==> src/hw/rtl/ifd_pkg.sv <==
`default_nettype none

package ifd_pkg;

    // Frame codes
    localparam logic [7:0] HDR_VALID  = 8'h55;
    localparam logic [7:0] TYPE_ACCEL = 8'h51;
    localparam logic [7:0] TYPE_RATE  = 8'h52;
    localparam logic [7:0] TYPE_ANGLE = 8'h53;

    // 321126/65536 ~ 16*9.8*1024/32768, 63053/65536 ~ 9.8*pi*1024/32768
    localparam logic signed [19:0] ACC_GAIN  = 20'sd321126;
    localparam logic signed [16:0] TILT_GAIN = 17'sd63053;

    localparam int RAW_W   = 16;
    localparam int ACC_W   = 19;
    localparam int APROD_W = 36;
    localparam int TPROD_W = 33;
    localparam int SUM_W   = 37;
    localparam int SHIFT   = 16;

    typedef logic signed [RAW_W-1:0] ifd_word_t;
    typedef logic signed [ACC_W-1:0] ifd_acc_t;

    // Stored values after the frame has been applied
    typedef struct packed {
        ifd_word_t [2:0] accel;
        ifd_word_t [2:0] rate;
        ifd_word_t [2:0] angle;
    } ifd_snap_t;

    typedef struct packed {
        ifd_acc_t        accel_z_out;
        ifd_acc_t        accel_y_comp;
        ifd_acc_t        accel_x_comp;
        ifd_word_t [2:0] rate;
        ifd_word_t [2:0] angle;
    } ifd_result_t;

endpackage

`default_nettype wire

==> src/hw/rtl/ifd_store.sv <==
`default_nettype none

module ifd_store (
    input  wire logic              clk,
    input  wire logic              rst_n,
    input  wire logic              in_valid,
    output logic                   in_ready,
    input  wire logic [7:0]        header_byte,
    input  wire logic [7:0]        frame_type,
    input  wire ifd_pkg::ifd_word_t raw_first,
    input  wire ifd_pkg::ifd_word_t raw_second,
    input  wire ifd_pkg::ifd_word_t raw_third,
    output logic                   snap_valid,
    input  wire logic              snap_ready,
    output ifd_pkg::ifd_snap_t     snap
);
    import ifd_pkg::*;

    ifd_snap_t store_reg;
    ifd_snap_t store_next;
    logic      valid_reg;
    logic      valid_next;
    logic      accept;

    // The stores double as the stage register: they change only when the
    // previous snapshot has left or is leaving.
    assign in_ready = !valid_reg || snap_ready;
    assign accept   = in_valid && in_ready;

    always_comb
    begin
        store_next = store_reg;
        if (accept && header_byte == HDR_VALID)
        begin
            case (frame_type)
                TYPE_ACCEL: store_next.accel = {raw_third, raw_second, raw_first};
                TYPE_RATE:  store_next.rate  = {raw_third, raw_second, raw_first};
                TYPE_ANGLE: store_next.angle = {raw_third, raw_second, raw_first};
                default:    store_next = store_reg;
            endcase
        end
        if (accept)
            valid_next = 1'b1;
        else if (snap_ready)
            valid_next = 1'b0;
        else
            valid_next = valid_reg;
    end

    always_ff @(posedge clk or negedge rst_n)
    begin
        if (!rst_n)
        begin
            store_reg <= '0;
            valid_reg <= 1'b0;
        end
        else
        begin
            store_reg <= store_next;
            valid_reg <= valid_next;
        end
    end

    assign snap_valid = valid_reg;
    assign snap       = store_reg;

endmodule

`default_nettype wire

==> src/hw/rtl/ifd_comp.sv <==
`default_nettype none

module ifd_comp (
    input  wire logic              clk,
    input  wire logic              rst_n,
    input  wire logic              snap_valid,
    output logic                   snap_ready,
    input  wire ifd_pkg::ifd_snap_t snap,
    output logic                   res_valid,
    input  wire logic              res_ready,
    output ifd_pkg::ifd_result_t   res
);
    import ifd_pkg::*;

    logic signed [APROD_W-1:0] prod_ax, prod_ay, prod_az;
    logic signed [TPROD_W-1:0] prod_tx, prod_ty;
    logic signed [SUM_W-1:0]   sum_x, sum_y, sum_z;

    // Result stage
    ifd_result_t               res_reg;
    ifd_result_t               res_next;
    logic                      rvalid_reg;
    logic                      rvalid_next;
    logic                      load;

    assign snap_ready = !rvalid_reg || res_ready;
    assign load       = snap_valid && snap_ready;

    // Constant multiplies, add/subtract, then drop the low
    // fraction bits (arithmetic shift right)
    always_comb
    begin
        prod_ax = APROD_W'(snap.accel[0]) * APROD_W'(ACC_GAIN);
        prod_ay = APROD_W'(snap.accel[1]) * APROD_W'(ACC_GAIN);
        prod_az = APROD_W'(snap.accel[2]) * APROD_W'(ACC_GAIN);
        prod_tx = TPROD_W'(snap.angle[1]) * TPROD_W'(TILT_GAIN);
        prod_ty = TPROD_W'(snap.angle[0]) * TPROD_W'(TILT_GAIN);
        sum_x = SUM_W'(prod_ax) + SUM_W'(prod_tx);
        sum_y = SUM_W'(prod_ay) - SUM_W'(prod_ty);
        sum_z = SUM_W'(prod_az);
        res_next.accel_x_comp = sum_x[SHIFT+ACC_W-1:SHIFT];
        res_next.accel_y_comp = sum_y[SHIFT+ACC_W-1:SHIFT];
        res_next.accel_z_out  = sum_z[SHIFT+ACC_W-1:SHIFT];
        res_next.rate         = snap.rate;
        res_next.angle        = snap.angle;

        if (load)
            rvalid_next = 1'b1;
        else if (res_ready)
            rvalid_next = 1'b0;
        else
            rvalid_next = rvalid_reg;
    end

    always_ff @(posedge clk)
    begin
        if (load)
            res_reg <= res_next;
    end

    always_ff @(posedge clk or negedge rst_n)
    begin
        if (!rst_n)
            rvalid_reg <= 1'b0;
        else
            rvalid_reg <= rvalid_next;
    end

    assign res_valid = rvalid_reg;
    assign res       = res_reg;

endmodule

`default_nettype wire

==> src/hw/rtl/imu_frame_decode_tilt_comp_top.sv <==
`default_nettype none

// Channel   | Direction | Contents
// ----------+-----------+-----------------------------------------------------
// s_axis    | in        | one decoded frame: tuser = header, type; tdata = x,y,z
// m_axis    | out       | nine values: acceleration (x,y compensated), rates, angles
//
// One transfer in per cycle, one transfer out per cycle sustained while
// m_axis_tready stays high. Each frame updates the stores, then is multiplied,
// added or subtracted and shifted into the result register.
// Reset clears the acceleration, rate and angle stores to zero.
// A stall on m_axis holds the result register and then the store snapshot;
// s_axis keeps accepting until both are full.
module imu_frame_decode_tilt_comp_top (
    input  wire logic         clk,
    input  wire logic         rst_n,
    input  wire logic         s_axis_tvalid,
    output logic              s_axis_tready,
    // [15:0] raw_first, [31:16] raw_second, [47:32] raw_third
    input  wire logic [47:0]  s_axis_tdata,
    // [7:0] header_byte, [15:8] frame_type
    input  wire logic [15:0]  s_axis_tuser,
    output logic              m_axis_tvalid,
    input  wire logic         m_axis_tready,
    // [18:0] accel_x_comp, [37:19] accel_y_comp, [56:38] accel_z_out,
    // [72:57] rate_x_out, [88:73] rate_y_out, [104:89] rate_z_out,
    // [120:105] angle_x_out, [136:121] angle_y_out, [152:137] angle_z_out,
    // [159:153] zero
    output logic [159:0]      m_axis_tdata
);
    import ifd_pkg::*;

    ifd_snap_t   snap;
    logic        snap_valid;
    logic        snap_ready;
    ifd_result_t res;

    // Apply the frame to the stores and hold the snapshot for the datapath
    ifd_store u_store (
        .clk         (clk),
        .rst_n       (rst_n),
        .in_valid    (s_axis_tvalid),
        .in_ready    (s_axis_tready),
        .header_byte (s_axis_tuser[7:0]),
        .frame_type  (s_axis_tuser[15:8]),
        .raw_first   (s_axis_tdata[15:0]),
        .raw_second  (s_axis_tdata[31:16]),
        .raw_third   (s_axis_tdata[47:32]),
        .snap_valid  (snap_valid),
        .snap_ready  (snap_ready),
        .snap        (snap)
    );

    // Scale acceleration; add (x) or subtract (y) the tilt term from the angles
    ifd_comp u_comp (
        .clk        (clk),
        .rst_n      (rst_n),
        .snap_valid (snap_valid),
        .snap_ready (snap_ready),
        .snap       (snap),
        .res_valid  (m_axis_tvalid),
        .res_ready  (m_axis_tready),
        .res        (res)
    );

    // Pack lowest field first, pad to whole bytes
    assign m_axis_tdata = {7'd0,
                           res.angle[2], res.angle[1], res.angle[0],
                           res.rate[2],  res.rate[1],  res.rate[0],
                           res.accel_z_out, res.accel_y_comp, res.accel_x_comp};

endmodule

`default_nettype wire
==> config.mk <==
export PLATFORM = sky130hd
export DESIGN_NAME = imu_frame_decode_tilt_comp_top
export DESIGN_NICKNAME = d
export VERILOG_FILES = /design/src/hw/rtl/ifd_pkg.sv /design/src/hw/rtl/ifd_store.sv /design/src/hw/rtl/ifd_comp.sv /design/src/hw/rtl/imu_frame_decode_tilt_comp_top.sv
export SDC_FILE = /design/constraint.sdc
export NUM_CORES = 2
export LEC_CHECK = 0
export ABC_CLOCK_PERIOD_IN_PS = 15600
export BUFFER_PORTS_ARGS = -buffer_cell sky130_fd_sc_hd__clkbuf_2
export CAP_MARGIN = 15
export CORE_ASPECT_RATIO = 0.75
export CORE_MARGIN = 3
export CORE_UTILIZATION = 55
export CTS_BUF_LIST = sky130_fd_sc_hd__clkbuf_4 sky130_fd_sc_hd__clkbuf_8 sky130_fd_sc_hd__clkbuf_16
export CTS_CLUSTER_DIAMETER = 50
export DETAILED_ROUTE_END_ITERATION = 10
export PLACE_DENSITY = 0.83
export SETUP_SLACK_MARGIN = 0.02
export SLEW_MARGIN = 25
export SYNTH_ARGS = -nofsm -noshare
export SYNTH_HDL_FRONTEND = slang
export SYNTH_SLANG_ARGS = --single-unit
==> constraint.sdc <==
create_clock -name clk -period 15.6 [get_ports clk]
set_input_delay 2.34 -clock clk [delete_from_list [all_inputs] [get_ports clk]]
set_output_delay 2.34 -clock clk [all_outputs]
set_load 0.005 [all_outputs]
# Word-level counts from Yosys, hierarchy flattened
# Index checks and enable logic that the tools add are counted.
[totals] regBits=299 latch_bits=0 ramBits=0 mem_bits_ro=0 input_bits=68 wordCells=47 memories=0
[op_classes] addsub=2 n_mul=5 div_mod_pow=0 magnitude_cmp=0 n_eq_ne=4 shifts=0 n_mux=4 bitwise_logic=0 reduce_logical=12
[ops] cell="$mul A16 B19 Y34 const B" count=3
[ops] cell="$mul A16 B17 Y33 const B" count=2
[ops] cell="$add A35 B33 Y35" count=1
[ops] cell="$sub A35 B33 Y35" count=1
[ops] cell="$eq A8 B7 Y1 const B" count=4
[ops] cell="$reduce_and A2 Y1" count=3
[ops] cell="$mux W1" count=4
[ops] cell="$reduce_bool A2 Y1" count=2
[ops] cell="$logic_and A1 B1 Y1" count=3
[ops] cell="$logic_not A1 Y1" count=2
[ops] cell="$logic_or A1 B1 Y1" count=2

# Depth between registers and ports, before layout
[logic_depth] depth_word=6 mapped_depth=38 ltp_nobuf=38

# Hierarchy
# From an unflattened synthesis, not the netlist that was laid out.
[hier_totals] hier_cells=3131 area_unflattened_um2=35708.0
[by_module_without_submodules] mod="ifd_comp" instances=1 cells_per_inst=2807 area_per_inst_um2=30180.2 seq_area_each_um2=4619.4
[by_module_without_submodules] mod="ifd_store" instances=1 cells_per_inst=316 area_per_inst_um2=5471.5 seq_area_each_um2=3628.5
[by_module_without_submodules] mod="imu_frame_decode_tilt_comp_top" instances=1 cells_per_inst=8 area_per_inst_um2=56.3 seq_area_each_um2=0.0

# Least setup slack after synthesis
# OpenSTA, ideal clock, no wires.
[synth_path] path_kind="register to register" from="register u_store.store_reg, in the netlist u_store.snap[117]" to="register u_comp.res_reg, in the netlist u_comp.res[127] (data pin)" arrival_time_ns=8.736 path_slack_ns=6.669 path_stages_with_launch=35 n_path_buf=0 period_less_slack_ns=8.931 path_cell_list="dfrtp_1 > inv_1 > ha_1 > xnor2_1 > ha_1 > fa_1 > ha_1 > fa_1 > inv_1 > fa_1 > inv_1 > ha_1 > or3_1 > o21ai_0 > a21o_1 > o21ai_0 > xnor2_1 > fa_1 > inv_1 > fa_1 > inv_1 > fa_1 > fa_1 > inv_1 > fa_1 > ha_1 > a21oi_1 > o21ai_1 > a221oi_1 > nor3b_1 > a21oi_2 > o21ai_2 > a21oi_1 > or4_1 > o311ai_0"
[synth_between] elab_chain_len=2
[synth_lines] item="start, declared" line_no="ifd_store.sv:19" source="ifd_snap_t store_reg;"
[synth_lines] item="start signal, assigned" line_no="ifd_store.sv:59" source="store_reg <= store_next;"
[synth_lines] item="$mul A16 B19 Y34" line_no="ifd_comp.sv:34" source="prod_ay = APROD_W'(snap.accel[1]) * APROD_W'(ACC_GAIN);"
[synth_lines] item="$sub A35 B33 Y35" line_no="ifd_comp.sv:39" source="sum_y = SUM_W'(prod_ay) - SUM_W'(prod_ty);"
[synth_lines] item="net u_comp.sum_y[28]" line_no="ifd_comp.sv:17" source="logic signed [SUM_W-1:0] sum_x, sum_y, sum_z;"
[synth_lines] item="end signal, assigned" line_no="ifd_comp.sv:58" source="res_reg <= res_next;"
[synth_lines] item="end, declared" line_no="ifd_comp.sv:20" source="ifd_result_t res_reg;"
# The timed path passes the listed nets, and every way through them passes these cells.
# A chain may end at the register's enable or synchronous reset.

# Final worst setup path
[layout_path] from="register u_store.store_reg, in the netlist u_store.snap[117]" to="register u_comp.res_reg, in the netlist u_comp.res[133] (data pin)"
# The elaborated chain is that of the path after synthesis.

==> results.md <==
* Status: finished clean
* Final hold viol count at 0
* Starting Density at 0.559
* Routed len/inst at 18.9 um
* Vias in the first global route at between 20000 and 25000
* Core area at 0.0640 mm^2
* Setup Fix Bufs, Post-CTS at 0
* CP endpoint kind: flop
* I/O Buffers at 222
* CTS Buffer Depth at 3
* Largest net degree at the start of global routing at 87
* Setup tns final at 0 ps
* Min-Delay Path Class: reg2reg
* Register area share after synthesis at 0.231
* First-pass GRT wire length at ~130 mm
* GRT Total Usage at 0.254
* #FFs+latches synth at between 200 and 300
* Cell Area, Placed at ~0.038 mm^2
* Share of cells above drive strength 1 at 0.130
* Most frequent cells in the layout: inv_1, ha_1, fa_1
* Die area at 0.0682 mm^2
* Worst path most repeated cell: fa_1
* Period minus WS final at 9610 ps
* Async set-reset flop share out of synthesis at 0.488
* RSZ-0062 raised after global routing: no
* Vias post-DR at 23072
* Max reg flops at 153
* Detailed Routing Iterations Pass 1 at 5
* Placer congestion estimate at 0.952
* Clock Sinks at 299
* Number of DRC markers in iteration 0 at 1247
* Area Growth Syn to Fin at 9.39%
* Post-Syn Instances at 3201
* Pwr Density at 47.9 mW/mm^2
* Number of synthesized flops with an enable pin at roughly 150
* Worst-Margin Slew at 949 ps
* GRT overflow at 0
* Reg2Reg Setup Slack at 5990 ps
* Nets at roughly 4700
* CTS tree: built
* Final worst path period share at 0.616
* CTS hold repair buffers at 0
* Max FO, Critical Path at 6
* Reg clk slew, reported paths at 60 ps
* Slew HR at 0.365
* CTS buffer count at 37
* Kind of critical path: reg2reg
* Worst Skew at 19.2 ps
* Leading cell type in the layout, fill and taps excluded: inv_1
* Cts repair resizes at 0
* Distinct cells, synth at 71
* Root Driver: clkbuf_16
* Leakage power at 0.0212 uW
* Total Wirelength at 82.3 mm
* DRC at 0
* Worst vdd ir at 0.0942 mV
* Clk_lat worst skew at 560 ps
* Crit-path max cell delay at 540 ps
* Top Ports at 230
* ANT nets after route at 0
* H-tree levels at 2
* Die height at 227 um
* Fin area at 0.0391 mm^2
* Die width at 301 um
* Routed vias/inst at 5.31
* # rows at 80
* CP max-delay cell: fa_1
* Syn_area_per_cell at roughly 11 um^2
* Hold depth at 0
* Fmax at 104 MHz
* Setup-failing EPs final at 0
* CP Launch Type: flop
* Antenna violations before repair at 7
* Slew Limit Fails at 0
* Ys flop type: edfxtp_1
* Cell area after synthesis at 0.0358 mm^2
* Arrival @ worst endpoint at 9920 ps
* Synth warnings at 0
* Maxcap violations at 0
* Post-DP HPWL at around 70 mm
* CP required at 15910 ps
* Worst R2R Path Depth at 34
-- layout make-up --
type	count	area, um^2
fill	4987	24800
sequential	299	8250
timing repair buffer	229	1170
multi-input combinational	2023	24200
clock buffer	49	1050
tap	861	1080
antenna	5	12.5
clock inverter	18	141
inverter	860	3230
-- metrics by stage --
| stage | total power, uW | setup WS [ps] | hold slack, ps | utilization | std cells |
|---|---|---|---|---|---|
| 2_1_floorplan | 973 | 6670 | 419 | - | 3207 |
| 3_3_place_gp | 1040 | 6190 | 423 | 0.593 | 4272 |
| 3_5_place_dp | 1050 | 5960 | 428 | 0.593 | 4272 |
| 4_1_cts | 1900 | 5980 | 441 | 0.612 | 4339 |
| 5_1_grt | 1950 | 5320 | 448 | 0.612 | 4339 |
| 6_report | 1870 | 5990 | 444 | 0.612 | 4344 |
-- metal layers --
| metal | up-vias | wire (um) | track usage | part of all wire |
|---|---|---|---|---|
| met5 | - | 27 | 0 | 0.00033 |
| met1 | 11426 | 37300 | 0.363 | 0.45 |
| met4 | 4 | 2240 | 0.0688 | 0.027 |
| li1 | 10792 | - | - | - |
| met2 | 725 | 34500 | 0.371 | 0.42 |
| met3 | 125 | 8190 | 0.0843 | 0.10 |
-- worst max-delay path, delay by kind of cell, from the launching register on --
family	cells	cell delay [ps]
xor gates and xnor gates	3	440
buffers and inverters	6	340
DFF	1	470
and+or+nand+nor	2	650
AOI/OAI and AO/OA	10	1940
adders and majority gates	13	5550
-- Yosys cell counts, types with 4 or more instances --
master | count | share of area
inv_1 | 860 | 0.090
ha_1 | 688 | 0.24
fa_1 | 485 | 0.27
edfxtp_1 | 153 | 0.13
dfrtp_1 | 146 | 0.10
mux2_2 | 117 | 0.037
a21oi_1 | 98 | 0.014
nand2_1 | 81 | 0.0085
xnor2_1 | 80 | 0.020
o21ai_0 | 76 | 0.011
nor2_1 | 64 | 0.0067
a21o_1 | 40 | 0.0084
xor2_1 | 39 | 0.0095
nor3_1 | 21 | 0.0029
nand3_1 | 19 | 0.0027
or2_2 | 17 | 0.0030
nand4_1 | 15 | 0.0026
o21bai_1 | 15 | 0.0031
a31oi_1 | 14 | 0.0024
nand2b_1 | 13 | 0.0023
nor2b_1 | 12 | 0.0021
clkbuf_1 | 10 | 0.0010
o21a_1 | 10 | 0.0021
a211oi_1 | 9 | 0.0019
buf_4 | 7 | 0.0015
and3_1 | 6 | 0.0010
o21ai_1 | 6 | 0.00084
a211o_1 | 5 | 0.0012
and2_1 | 5 | 0.00087
and4_1 | 5 | 0.0012
o211ai_1 | 5 | 0.0010
a2111oi_0 | 4 | 0.00098
a41oi_1 | 4 | 0.00098
buf_1 | 4 | 0.00042
buf_2 | 4 | 0.00056
nor3b_1 | 4 | 0.00084
o31ai_1 | 4 | 0.00084
-- power by group --
part / switching [uW] / total (uW) / internal [uW]
Sequential: 8.06 / 871 / 863
Clock: 360 / 842 / 482
Combinational: 100 / 160 / 59.6
Total: 468 / 1870 / 1410
-- logic make-up after synthesis --
kind of cell	after synthesis	share of synthesized area
muxes	118	0.0371
DFF	299	0.231
AOI/OAI and AO/OA	328	0.0592
adders and majority gates	1173	0.512
and+or+nand+nor	278	0.0382
xor gates and xnor gates	119	0.0291
other	1	0.000105
buffers and inverters	885	0.0937
-- worst paths after layout --
check / startpoint / endpoint
max in group asynchronous: rst_n / u_store.snap[68]
min in group asynchronous: rst_n / u_store.snap[82]
min reg2reg: u_store.snap[70] / u_comp.res[70]
max: u_store.snap[117] / u_comp.res[133]
max reg2reg: u_store.snap[117] / u_comp.res[133]
min: u_store.snap[70] / u_comp.res[70]
(Power assumes the default switching activity.)
